[src/sv/pdkv_pkg.sv]
// ----------------------------------------------------------------------------
// pdkv_pkg
// Shared types, sizes and helpers of the pinned/dirty key-value table.
// ----------------------------------------------------------------------------
package pdkv_pkg;

  localparam int unsigned ENTRIES     = 16;
  localparam int unsigned KEY_BYTES   = 8;
  localparam int unsigned VALUE_BYTES = 8;
  localparam int unsigned IDX_W       = $clog2(ENTRIES);
  localparam int unsigned CNT_W       = $clog2(ENTRIES + 1);
  localparam int unsigned CFG_IDX_W   = 1;

  localparam logic [CNT_W-1:0] FULL_COUNT = CNT_W'(ENTRIES);
  localparam logic [3:0]       KEY_LIM    = 4'(KEY_BYTES);
  localparam logic [3:0]       VAL_LIM    = 4'(VALUE_BYTES);

  typedef enum logic [2:0] {
    FN_SEARCH = 3'd0,
    FN_UPDATE = 3'd1,
    FN_DELETE = 3'd2,
    FN_SETPIN = 3'd3,
    FN_DROP   = 3'd4
  } func_e;

  typedef enum logic [2:0] {
    ST_OK        = 3'd0,
    ST_NOT_FOUND = 3'd1,
    ST_KEPT      = 3'd2,
    ST_FULL      = 3'd3,
    ST_TOO_LONG  = 3'd4
  } status_e;

  typedef enum logic [0:0] {
    CFG_MAX_KEY = 1'b0,
    CFG_MAX_VAL = 1'b1
  } cfg_idx_e;

  typedef enum logic [2:0] {
    S_IDLE,
    S_SCAN,
    S_ACT,
    S_COMPACT,
    S_FINISH
  } state_e;

  typedef struct packed {
    logic [63:0] key;
    logic [3:0]  klen;
    logic [63:0] value;
    logic [3:0]  vlen;
    logic        dirty;
    logic        pinned;
  } slot_t;

  // controller to datapath
  typedef struct packed {
    logic latch;
    logic scan_step;
    logic act;
    logic cmp_step;
    logic cmp_fin;
    logic load_out;
  } cmd_t;

  // datapath to controller
  typedef struct packed {
    logic [2:0] func;
    logic       scan_done;
    logic       found;
    logic       cmp_done;
    logic       out_free;
  } sts_t;

  // ones in the low n bytes of a 64-bit word
  function automatic logic [63:0] byte_mask(input logic [3:0] n);
    logic [63:0] m;
    for (int b = 0; b < 8; b++) begin
      m[8*b +: 8] = {8{4'(b) < n}};
    end
    return m;
  endfunction

endpackage

[src/sv/pinned_dirty_key_value_table.sv]
// ----------------------------------------------------------------------------
// pinned_dirty_key_value_table
// Insertion-ordered key/value table with dirty and pinned flags per entry.
// ----------------------------------------------------------------------------
// channel  direction  handshake              payload
// cmd      in         in_valid_i/in_stall_o  func, key, key_len, value, ...
// result   out        out_valid_o/out_stall_i status, found_value, ... counts
// config   in         cfg_we_i               cfg_addr_i, cfg_wdata_i
//
// one command at a time: capture, then scan (no key walk for drop), then act, then finish;
// drop, and a delete that finds its key, add a compaction walk before finish.
// the slot walk goes through a single read port of the slot store.
// reset empties the table at once; slot contents stay undefined.
// a stalled result holds in the output register; the next command is taken
// while it waits and finishes only once the register frees.
module pinned_dirty_key_value_table (
  input  logic                           clk_i,
  input  logic                           rst_ni,
  input  logic                           cfg_we_i,
  input  logic [pdkv_pkg::CFG_IDX_W-1:0] cfg_addr_i,
  input  logic [3:0]                     cfg_wdata_i,
  input  logic                           in_valid_i,
  output logic                           in_stall_o,
  input  logic [2:0]                     func_i,
  input  logic [63:0]                    key_i,
  input  logic [3:0]                     key_len_i,
  input  logic [63:0]                    value_i,
  input  logic [3:0]                     value_len_i,
  input  logic                           keep_i,
  input  logic                           mark_dirty_i,
  input  logic                           pin_i,
  input  logic                           pin_state_i,
  output logic                           out_valid_o,
  input  logic                           out_stall_i,
  output logic [2:0]                     status_o,
  output logic [63:0]                    found_value_o,
  output logic [3:0]                     found_value_len_o,
  output logic                           entry_dirty_o,
  output logic                           entry_pinned_o,
  output logic                           page_dirty_out_o,
  output logic                           page_pinned_out_o,
  output logic [4:0]                     count_out_o,
  output logic [4:0]                     dropped_count_o
);

  pdkv_pkg::cmd_t cmd;
  pdkv_pkg::sts_t sts;

  // sequencer
  pdkv_ctrl u_ctrl (
    .clk_i      (clk_i),
    .rst_ni     (rst_ni),
    .in_valid_i (in_valid_i),
    .in_stall_o (in_stall_o),
    .sts_i      (sts),
    .cmd_o      (cmd)
  );

  // storage and datapath
  pdkv_dp u_dp (
    .clk_i             (clk_i),
    .rst_ni            (rst_ni),
    .cfg_we_i          (cfg_we_i),
    .cfg_addr_i        (cfg_addr_i),
    .cfg_wdata_i       (cfg_wdata_i),
    .func_i            (func_i),
    .key_i             (key_i),
    .key_len_i         (key_len_i),
    .value_i           (value_i),
    .value_len_i       (value_len_i),
    .keep_i            (keep_i),
    .mark_dirty_i      (mark_dirty_i),
    .pin_i             (pin_i),
    .pin_state_i       (pin_state_i),
    .out_stall_i       (out_stall_i),
    .out_valid_o       (out_valid_o),
    .status_o          (status_o),
    .found_value_o     (found_value_o),
    .found_value_len_o (found_value_len_o),
    .entry_dirty_o     (entry_dirty_o),
    .entry_pinned_o    (entry_pinned_o),
    .page_dirty_out_o  (page_dirty_out_o),
    .page_pinned_out_o (page_pinned_out_o),
    .count_out_o       (count_out_o),
    .dropped_count_o   (dropped_count_o),
    .cmd_i             (cmd),
    .sts_o             (sts)
  );

endmodule

[src/sv/pdkv_ctrl.sv]
// ----------------------------------------------------------------------------
// pdkv_ctrl
// Command sequencer: scan, act, compact and result hand-off.
// ----------------------------------------------------------------------------
module pdkv_ctrl (
  input  logic           clk_i,
  input  logic           rst_ni,
  input  logic           in_valid_i,
  output logic           in_stall_o,
  input  pdkv_pkg::sts_t sts_i,
  output pdkv_pkg::cmd_t cmd_o
);

  pdkv_pkg::state_e state_q, state_d;
  logic             go_compact;

  assign go_compact = (sts_i.func == pdkv_pkg::FN_DROP) ||
                      ((sts_i.func == pdkv_pkg::FN_DELETE) && sts_i.found);

  // state register
  always_ff @(posedge clk_i or negedge rst_ni) begin
    if (!rst_ni) begin
      state_q <= pdkv_pkg::S_IDLE;
    end else begin
      state_q <= state_d;
    end
  end

  // next state
  always_comb begin
    state_d = state_q;
    unique case (state_q)
      pdkv_pkg::S_IDLE: begin
        if (in_valid_i) state_d = pdkv_pkg::S_SCAN;
      end
      pdkv_pkg::S_SCAN: begin
        if (sts_i.scan_done) state_d = pdkv_pkg::S_ACT;
      end
      pdkv_pkg::S_ACT: begin
        state_d = go_compact ? pdkv_pkg::S_COMPACT : pdkv_pkg::S_FINISH;
      end
      pdkv_pkg::S_COMPACT: begin
        if (sts_i.cmp_done) state_d = pdkv_pkg::S_FINISH;
      end
      pdkv_pkg::S_FINISH: begin
        if (sts_i.out_free) state_d = pdkv_pkg::S_IDLE;
      end
      default: state_d = pdkv_pkg::S_IDLE;
    endcase
  end

  // outputs
  always_comb begin
    cmd_o      = '0;
    in_stall_o = (state_q != pdkv_pkg::S_IDLE);
    unique case (state_q)
      pdkv_pkg::S_IDLE:    cmd_o.latch     = in_valid_i;
      pdkv_pkg::S_SCAN:    cmd_o.scan_step = !sts_i.scan_done;
      pdkv_pkg::S_ACT:     cmd_o.act       = 1'b1;
      pdkv_pkg::S_COMPACT: begin
        cmd_o.cmp_step = !sts_i.cmp_done;
        cmd_o.cmp_fin  = sts_i.cmp_done;
      end
      pdkv_pkg::S_FINISH:  cmd_o.load_out  = sts_i.out_free;
      default: ;
    endcase
  end

endmodule

[src/sv/pdkv_dp.sv]
// ----------------------------------------------------------------------------
// pdkv_dp
// Slot storage, key compare, update logic, compaction pointers and result
// register.
// ----------------------------------------------------------------------------
module pdkv_dp (
  input  logic                              clk_i,
  input  logic                              rst_ni,
  input  logic                              cfg_we_i,
  input  logic [pdkv_pkg::CFG_IDX_W-1:0]    cfg_addr_i,
  input  logic [3:0]                        cfg_wdata_i,
  input  logic [2:0]                        func_i,
  input  logic [63:0]                       key_i,
  input  logic [3:0]                        key_len_i,
  input  logic [63:0]                       value_i,
  input  logic [3:0]                        value_len_i,
  input  logic                              keep_i,
  input  logic                              mark_dirty_i,
  input  logic                              pin_i,
  input  logic                              pin_state_i,
  input  logic                              out_stall_i,
  output logic                              out_valid_o,
  output logic [2:0]                        status_o,
  output logic [63:0]                       found_value_o,
  output logic [3:0]                        found_value_len_o,
  output logic                              entry_dirty_o,
  output logic                              entry_pinned_o,
  output logic                              page_dirty_out_o,
  output logic                              page_pinned_out_o,
  output logic [4:0]                        count_out_o,
  output logic [4:0]                        dropped_count_o,
  input  pdkv_pkg::cmd_t                    cmd_i,
  output pdkv_pkg::sts_t                    sts_o
);

  localparam int unsigned IW = pdkv_pkg::IDX_W;
  localparam int unsigned CW = pdkv_pkg::CNT_W;

  pdkv_pkg::slot_t slot_q [pdkv_pkg::ENTRIES];

  logic [3:0]    max_key_q, max_val_q;
  logic [2:0]    func_q;
  logic [63:0]   key_q, value_q;
  logic [3:0]    klen_q, vlen_q;
  logic          keep_q, mdirty_q, pin_q, pstate_q;
  logic [CW-1:0] count_q, scan_q, rd_ptr_q, wr_ptr_q, dropped_q;
  logic [IW-1:0] midx_q;
  logic          found_q, any_q;
  logic          page_dirty_q, page_pinned_q;
  logic [2:0]    res_status_q;
  pdkv_pkg::slot_t res_slot_q;
  logic          out_valid_q;

  logic [3:0]      klim, vlim;
  logic            klen_ok;
  logic [IW-1:0]   rd_idx;
  pdkv_pkg::slot_t rd;
  logic            hit, first_hit;
  logic            we;
  logic [IW-1:0]   wa;
  pdkv_pkg::slot_t wd;
  logic            skip;

  assign klim    = (max_key_q < pdkv_pkg::KEY_LIM) ? max_key_q : pdkv_pkg::KEY_LIM;
  assign vlim    = (max_val_q < pdkv_pkg::VAL_LIM) ? max_val_q : pdkv_pkg::VAL_LIM;
  assign klen_ok = (klen_q != 4'd0) && (klen_q <= klim);

  // single read port: scan index, compaction source or matched slot
  always_comb begin
    if (cmd_i.scan_step)     rd_idx = scan_q[IW-1:0];
    else if (cmd_i.cmp_step) rd_idx = rd_ptr_q[IW-1:0];
    else                     rd_idx = midx_q;
  end
  assign rd = slot_q[rd_idx];

  assign hit       = klen_ok && (rd.klen == klen_q) && (rd.key == key_q);
  assign first_hit = hit && !found_q;
  assign skip      = (func_q == pdkv_pkg::FN_DROP) && rd.pinned;

  // write port and act-phase result
  pdkv_pkg::status_e act_status;
  always_comb begin
    we         = 1'b0;
    wa         = midx_q;
    wd         = rd;
    act_status = pdkv_pkg::ST_NOT_FOUND;
    if (cmd_i.act) begin
      case (func_q)
        pdkv_pkg::FN_SEARCH: if (found_q) act_status = pdkv_pkg::ST_OK;
        pdkv_pkg::FN_UPDATE: begin
          if (klen_ok) begin
            if (found_q && keep_q) begin
              act_status = pdkv_pkg::ST_KEPT;
            end else if (vlen_q > vlim) begin
              act_status = pdkv_pkg::ST_TOO_LONG;
            end else if (!found_q && (count_q == pdkv_pkg::FULL_COUNT)) begin
              act_status = pdkv_pkg::ST_FULL;
            end else begin
              act_status = pdkv_pkg::ST_OK;
              we         = 1'b1;
              wa         = found_q ? midx_q : count_q[IW-1:0];
              wd.key     = key_q;
              wd.klen    = klen_q;
              wd.value   = value_q;
              wd.vlen    = vlen_q;
              wd.dirty   = (found_q & rd.dirty) | mdirty_q;
              wd.pinned  = (found_q & rd.pinned) | pin_q;
            end
          end
        end
        pdkv_pkg::FN_DELETE: if (found_q) act_status = pdkv_pkg::ST_OK;
        pdkv_pkg::FN_SETPIN: begin
          if (found_q) begin
            act_status = pdkv_pkg::ST_OK;
            we         = 1'b1;
            wd.pinned  = pstate_q;
          end
        end
        pdkv_pkg::FN_DROP:   act_status = pdkv_pkg::ST_OK;
        default: ;
      endcase
    end else if (cmd_i.cmp_step && !skip) begin
      we = 1'b1;
      wa = wr_ptr_q[IW-1:0];
      wd = rd;
    end
  end

  // slot storage
  always_ff @(posedge clk_i) begin
    if (we) slot_q[wa] <= wd;
  end

  // configuration registers
  always_ff @(posedge clk_i or negedge rst_ni) begin
    if (!rst_ni) begin
      max_key_q <= 4'd8;
      max_val_q <= 4'd8;
    end else if (cfg_we_i) begin
      case (cfg_addr_i)
        pdkv_pkg::CFG_MAX_KEY: max_key_q <= cfg_wdata_i;
        pdkv_pkg::CFG_MAX_VAL: max_val_q <= cfg_wdata_i;
        default: ;
      endcase
    end
  end

  // command capture
  always_ff @(posedge clk_i) begin
    if (cmd_i.latch) begin
      func_q   <= func_i;
      key_q    <= key_i & pdkv_pkg::byte_mask(key_len_i);
      klen_q   <= key_len_i;
      value_q  <= value_i & pdkv_pkg::byte_mask(value_len_i);
      vlen_q   <= value_len_i;
      keep_q   <= keep_i;
      mdirty_q <= mark_dirty_i;
      pin_q    <= pin_i;
      pstate_q <= pin_state_i;
    end
  end

  // scan, match and compaction pointers
  always_ff @(posedge clk_i) begin
    if (cmd_i.latch) begin
      scan_q    <= '0;
      found_q   <= 1'b0;
      any_q     <= 1'b0;
      midx_q    <= '0;
      dropped_q <= '0;
    end else if (cmd_i.scan_step) begin
      scan_q <= scan_q + 1'b1;
      any_q  <= any_q | (first_hit ? pstate_q : rd.pinned);
      if (first_hit) begin
        found_q <= 1'b1;
        midx_q  <= scan_q[IW-1:0];
      end
    end else if (cmd_i.act) begin
      res_status_q <= act_status;
      res_slot_q   <= ((func_q == pdkv_pkg::FN_SEARCH) && found_q) ? rd : '0;
      if (func_q == pdkv_pkg::FN_DROP) begin
        rd_ptr_q <= '0;
        wr_ptr_q <= '0;
      end else begin
        rd_ptr_q <= CW'(midx_q) + 1'b1;
        wr_ptr_q <= CW'(midx_q);
      end
    end else if (cmd_i.cmp_step) begin
      rd_ptr_q <= rd_ptr_q + 1'b1;
      if (skip) dropped_q <= dropped_q + 1'b1;
      else      wr_ptr_q  <= wr_ptr_q + 1'b1;
    end
  end

  // count and page flags
  always_ff @(posedge clk_i or negedge rst_ni) begin
    if (!rst_ni) begin
      count_q       <= '0;
      page_dirty_q  <= 1'b0;
      page_pinned_q <= 1'b0;
    end else if (cmd_i.act) begin
      if (func_q == pdkv_pkg::FN_SETPIN) page_pinned_q <= any_q;
      if ((func_q == pdkv_pkg::FN_UPDATE) && we) begin
        if (!found_q) count_q <= count_q + 1'b1;
        if (mdirty_q) page_dirty_q  <= 1'b1;
        if (pin_q)    page_pinned_q <= 1'b1;
      end
    end else if (cmd_i.cmp_fin) begin
      count_q <= wr_ptr_q;
    end
  end

  // result register
  always_ff @(posedge clk_i or negedge rst_ni) begin
    if (!rst_ni) begin
      out_valid_q <= 1'b0;
    end else if (cmd_i.load_out) begin
      out_valid_q <= 1'b1;
    end else if (!out_stall_i) begin
      out_valid_q <= 1'b0;
    end
  end

  always_ff @(posedge clk_i) begin
    if (cmd_i.load_out) begin
      status_o          <= res_status_q;
      found_value_o     <= res_slot_q.value;
      found_value_len_o <= res_slot_q.vlen;
      entry_dirty_o     <= res_slot_q.dirty;
      entry_pinned_o    <= res_slot_q.pinned;
      page_dirty_out_o  <= page_dirty_q;
      page_pinned_out_o <= page_pinned_q;
      count_out_o       <= 5'(count_q);
      dropped_count_o   <= 5'(dropped_q);
    end
  end

  assign out_valid_o    = out_valid_q;
  assign sts_o.func      = func_q;
  assign sts_o.scan_done = (func_q == pdkv_pkg::FN_DROP) || (scan_q == count_q);
  assign sts_o.found     = found_q;
  assign sts_o.cmp_done  = (rd_ptr_q >= count_q);
  assign sts_o.out_free  = !out_valid_q || !out_stall_i;

endmodule
[config.mk]
export PLATFORM = sky130hd
export DESIGN_NAME = pinned_dirty_key_value_table
export DESIGN_NICKNAME = d
export VERILOG_FILES = /design/src/sv/pdkv_pkg.sv /design/src/sv/pinned_dirty_key_value_table.sv /design/src/sv/pdkv_ctrl.sv /design/src/sv/pdkv_dp.sv
export SDC_FILE = /design/constraint.sdc
export NUM_CORES = 2
export LEC_CHECK = 0
export BUFFER_PORTS_ARGS = -buffer_cell sky130_fd_sc_hd__buf_4
export CAP_MARGIN = 40
export CORE_MARGIN = 2
export CORE_UTILIZATION = 35
export CTS_CLUSTER_DIAMETER = 200
export CTS_CLUSTER_SIZE = 10
export DETAILED_ROUTE_END_ITERATION = 8
export GPL_TIMING_DRIVEN = 0
export SLEW_MARGIN = 20
export SYNTH_ARGS = -nofsm -noshare
export SYNTH_HDL_FRONTEND = slang
export SYNTH_SLANG_ARGS = --single-unit
[constraint.sdc]
create_clock -name clk_i -period 12.9 [get_ports clk_i]
set_clock_uncertainty 0.2 [all_clocks]
set_input_delay 1.29 -clock clk_i [delete_from_list [all_inputs] [get_ports clk_i]]
set_output_delay 1.29 -clock clk_i [all_outputs]
set_load 0.02 [all_outputs]
==> flow_summary.toml <==
[worst_setup_path]
cp_common_cell = "buf_2"
r2r_cells = 19
cp_top_family = "buffers and inverters"
slowest_delay_ps = 750
crit_chain = "inv_1 -> ha_1 -> nand4_1 -> o21ai_1 -> o21ai_0 -> a31oi_1 -> buf_2 -> buf_2 -> buf_1 -> clkbuf_1 -> buf_6 -> buf_2 -> clkbuf_2 -> clkbuf_2 -> clkbuf_1 -> nand3_1 -> a31oi_1 -> nand2_1 -> nand2_1"
critical_path_arrival_ps = 9350
crit_type = "register to register"
required_ps = 13290
crit_cells = 19
cp_num_buf_inv = 10
cp_slowest_cell = "clkbuf_1"
cp-startpoint = "u_dp.count_q[2]$_DFFE_PN0P_"
worst-path-max-fanout = 16
worstSetupEndpointType = "register"
r2r-start = "u_dp.count_q[2]$_DFFE_PN0P_"
crit_path_start_kind = "register"

[clock_network]
htreeDepth = 5
cts_tree = "built"
clock_latency_ps = 900
root_buffer = "clkbuf_16"
cts_resized = 0
numCtsBuffers = 297
cts_setup_buffers = 0
clock_path_buffers = 4
postCtsHoldBufs = 0
path_clk_slew_ps = 60
clock_sinks = 2554

[die]
die_area_sq_mm = 0.302
initial_core_util = 0.352
rows = 200
chipHeight_um = 550
io_pins = 240
die_w_um = 550
core-area_sq_mm = 0.297

[place]
place_congestion = 0.984
hpwl_um = 269000
portBuffers = 239

[sta]
drv_slew = 0
timing.setup.tns_ps = 0
final.min_clock_period_ps = 8960
worst_pin_slew_ps = 1140
max_freq_ghz = 0.112
slew_headroom = 0.243
final_hold_viol_count = 0
rsz0062_at_grt = "no"
fin_crit_sh = 0.695
setup_viol = 0

[layout]
area_growth_pct = 19.3
drive_above_1_share = 0.133
fillers = 26800
multi_input_area_sq_mm = 0.0259
final_nets = 8667
regArea_sq_mm = 0.0764
final_cell_mix = "edfxtp_1, nand2_1, nand3_1, mux2i_1, clkbuf_16"
layout_commonest_cell = "edfxtp_1"

[yosys]
synthSimpleGateAreaFrac = 0.138
syn-instance-count = 7649
synth_top_family_by_area = "simple AND/OR/NAND/NOR gates"
synth-edff-count = 2519
synth_mux_area_frac = 0.0432
synth_fa_ha_area_frac = 0.00240
yosysSeqAreaShare = 0.733
synthArstFlopShare = 0.00744
synthXorXnorAreaFrac = 0.00664
yosysUniqueCellTypes = 88
syn_area_per_cell_sq_um = 13.6
ys_warn_count = 0
syn_nets = 7822
synth_compound_area_frac = 0.0552
syn_area_sq_mm = 0.104
ys.flop_type = "edfxtp_1"
ys_seq_elements = 2554

[job]
max_cap_viol_count = 0

[grt]
grt_overflow_total = 0
grt_max_degree = 51
grt.total_usage = 0.242
grt_pass1_vias = 68500
grt_antenna_before_repair = 19
grt_pass1_wl_um = 518000

[drt]
detailedRoute.firstPassIterationCount = 6
vias = 70800
drc = 0
wire_per_inst_um = 30.2
routed_wl_um = 376000
antenna_left = 0
dr.first_iter.drc_count = 9175
via_per_inst = 5.67

[status]
status = "complete, no violations"

[hold_path]
hp-class = "primary input to asynchronous set/reset pin"
## path summary, 6_finish.rpt
kind,endpoint,slack (ps)
min reg2reg,u_dp.found_value_o[4]$_DFFE_PP_,220
max,u_dp.slot_q[2][68]$_DFFE_PP_,3940
max in group asynchronous,u_dp.max_val_q[3]$_DFFE_PN1P_,12140
min in group clk_i,u_dp.found_value_o[4]$_DFFE_PP_,220
min,u_dp.page_dirty_q$_DFFE_PN0P_,90
max reg2reg,u_dp.slot_q[2][68]$_DFFE_PP_,3940
## through the flow
| step | cell area, sq um | utilization | hold slack, ps | setup WS [ps] | std cells |
|---|---|---|---|---|---|
| 4_1_cts | 124000 | 0.419 | 45.9 | 4230 | 12400 |
| 3_3_place_gp | 111000 | 0.374 | 206 | -7630 | 11800 |
| 2_1_floorplan | 104000 | - | 200 | 2330 | 7649 |
| 6_report | 124000 | 0.420 | 90.0 | 3940 | 12500 |
| 5_1_grt | 124000 | 0.420 | 87.4 | 3870 | 12500 |
| 3_5_place_dp | 116000 | 0.392 | 205 | 4240 | 12100 |
## flip-flops by register name (all words and copies together), names as in the netlist, 5 cells and up
signal / count
u_dp.scan_q: 5
u_dp.wr_ptr_q: 5
u_dp.rd_ptr_q: 5
u_dp.count_out_o: 5
u_dp.slot_q: 2208
u_dp.dropped_count_o: 5
u_dp.res_slot_q: 70
u_dp.found_value_o: 64
u_dp.value_q: 64
u_dp.count_q: 5
u_dp.key_q: 64
u_dp.dropped_q: 5
## routing by layer
layer | track usage | up-vias | wire (um)
met5 | 0 | - | 60
met4 | 0.129 | 8 | 23400
met3 | 0.0519 | 956 | 39000
met2 | 0.392 | 4371 | 174000
met1 | 0.304 | 35300 | 140000
li1 | - | 30200 | -
## cell families (layout without fill, tap and decap cells)
logic type	count (synthesis)	after routing
other cells	0	5
compound gates	809	809
xor+xnor	79	79
mux	448	448
simple gates	3216	3216
buf+inv	523	1409
flops	2554	2554
fa+ha+maj	20	20
## synth_stat cells, drive strengths merged, types with 9 or more instances
library cell,n,share of area
mux2i,430,0.041
inv,45,0.0016
nor2,146,0.0053
buf,196,0.010
or4,10,0.00072
dfxtp,16,0.0031
nand2b,12,0.00072
o211ai,13,0.00094
o22ai,116,0.0070
dfrtp,17,0.0041
xnor2,51,0.0043
o21a,11,0.00079
nor3,35,0.0017
o2111ai,9,0.00076
nor2b,95,0.0057
nand2,1778,0.064
nor4,44,0.0032
a221oi,12,0.0010
a22o,9,0.00076
clkbuf,281,0.010
a32oi,39,0.0033
nand3,826,0.040
nand4,24,0.0014
a21oi,139,0.0067
a211oi,65,0.0048
a22oi,20,0.0014
and2,118,0.0071
edfxtp,2519,0.73
ha,20,0.0024
o311a,25,0.0024
a2111oi,9,0.00089
o21ai,75,0.0036
a31oi,84,0.0052
and3,93,0.0056
xor2,28,0.0024
o31ai,13,0.00094
or3,12,0.00072
mux2,18,0.0019
a32o,16,0.0015
a311oi,87,0.0073
## area by class of cell
class | count | share of cell area
Tap cell | 3939 | 0.0396
Multi-Input combinational cell | 4572 | 0.208
Clock buffer | 327 | 0.0620
Inverter | 46 | 0.00139
Clock inverter | 13 | 0.00174
Sequential cell | 2554 | 0.614
Antenna cell | 5 | 0.000101
Timing Repair Buffer | 546 | 0.0556
Buffer | 477 | 0.0173
## worst register-to-register path, delay by kind of cell (launching register included)
| kind | cells | cell delay (ps) |
|---|---|---|
| AO/OA/AOI/OAI | 4 | 1810 |
| adder cells (fa/ha/maj) | 1 | 330 |
| buffers and inverters | 10 | 4750 |
| flip-flops | 1 | 600 |
| AND/OR/NAND/NOR | 4 | 1010 |
Power is left out: the tool's default activity adds up to more than one toggle a clock period on the data nets, which glitch-free logic cannot reach.
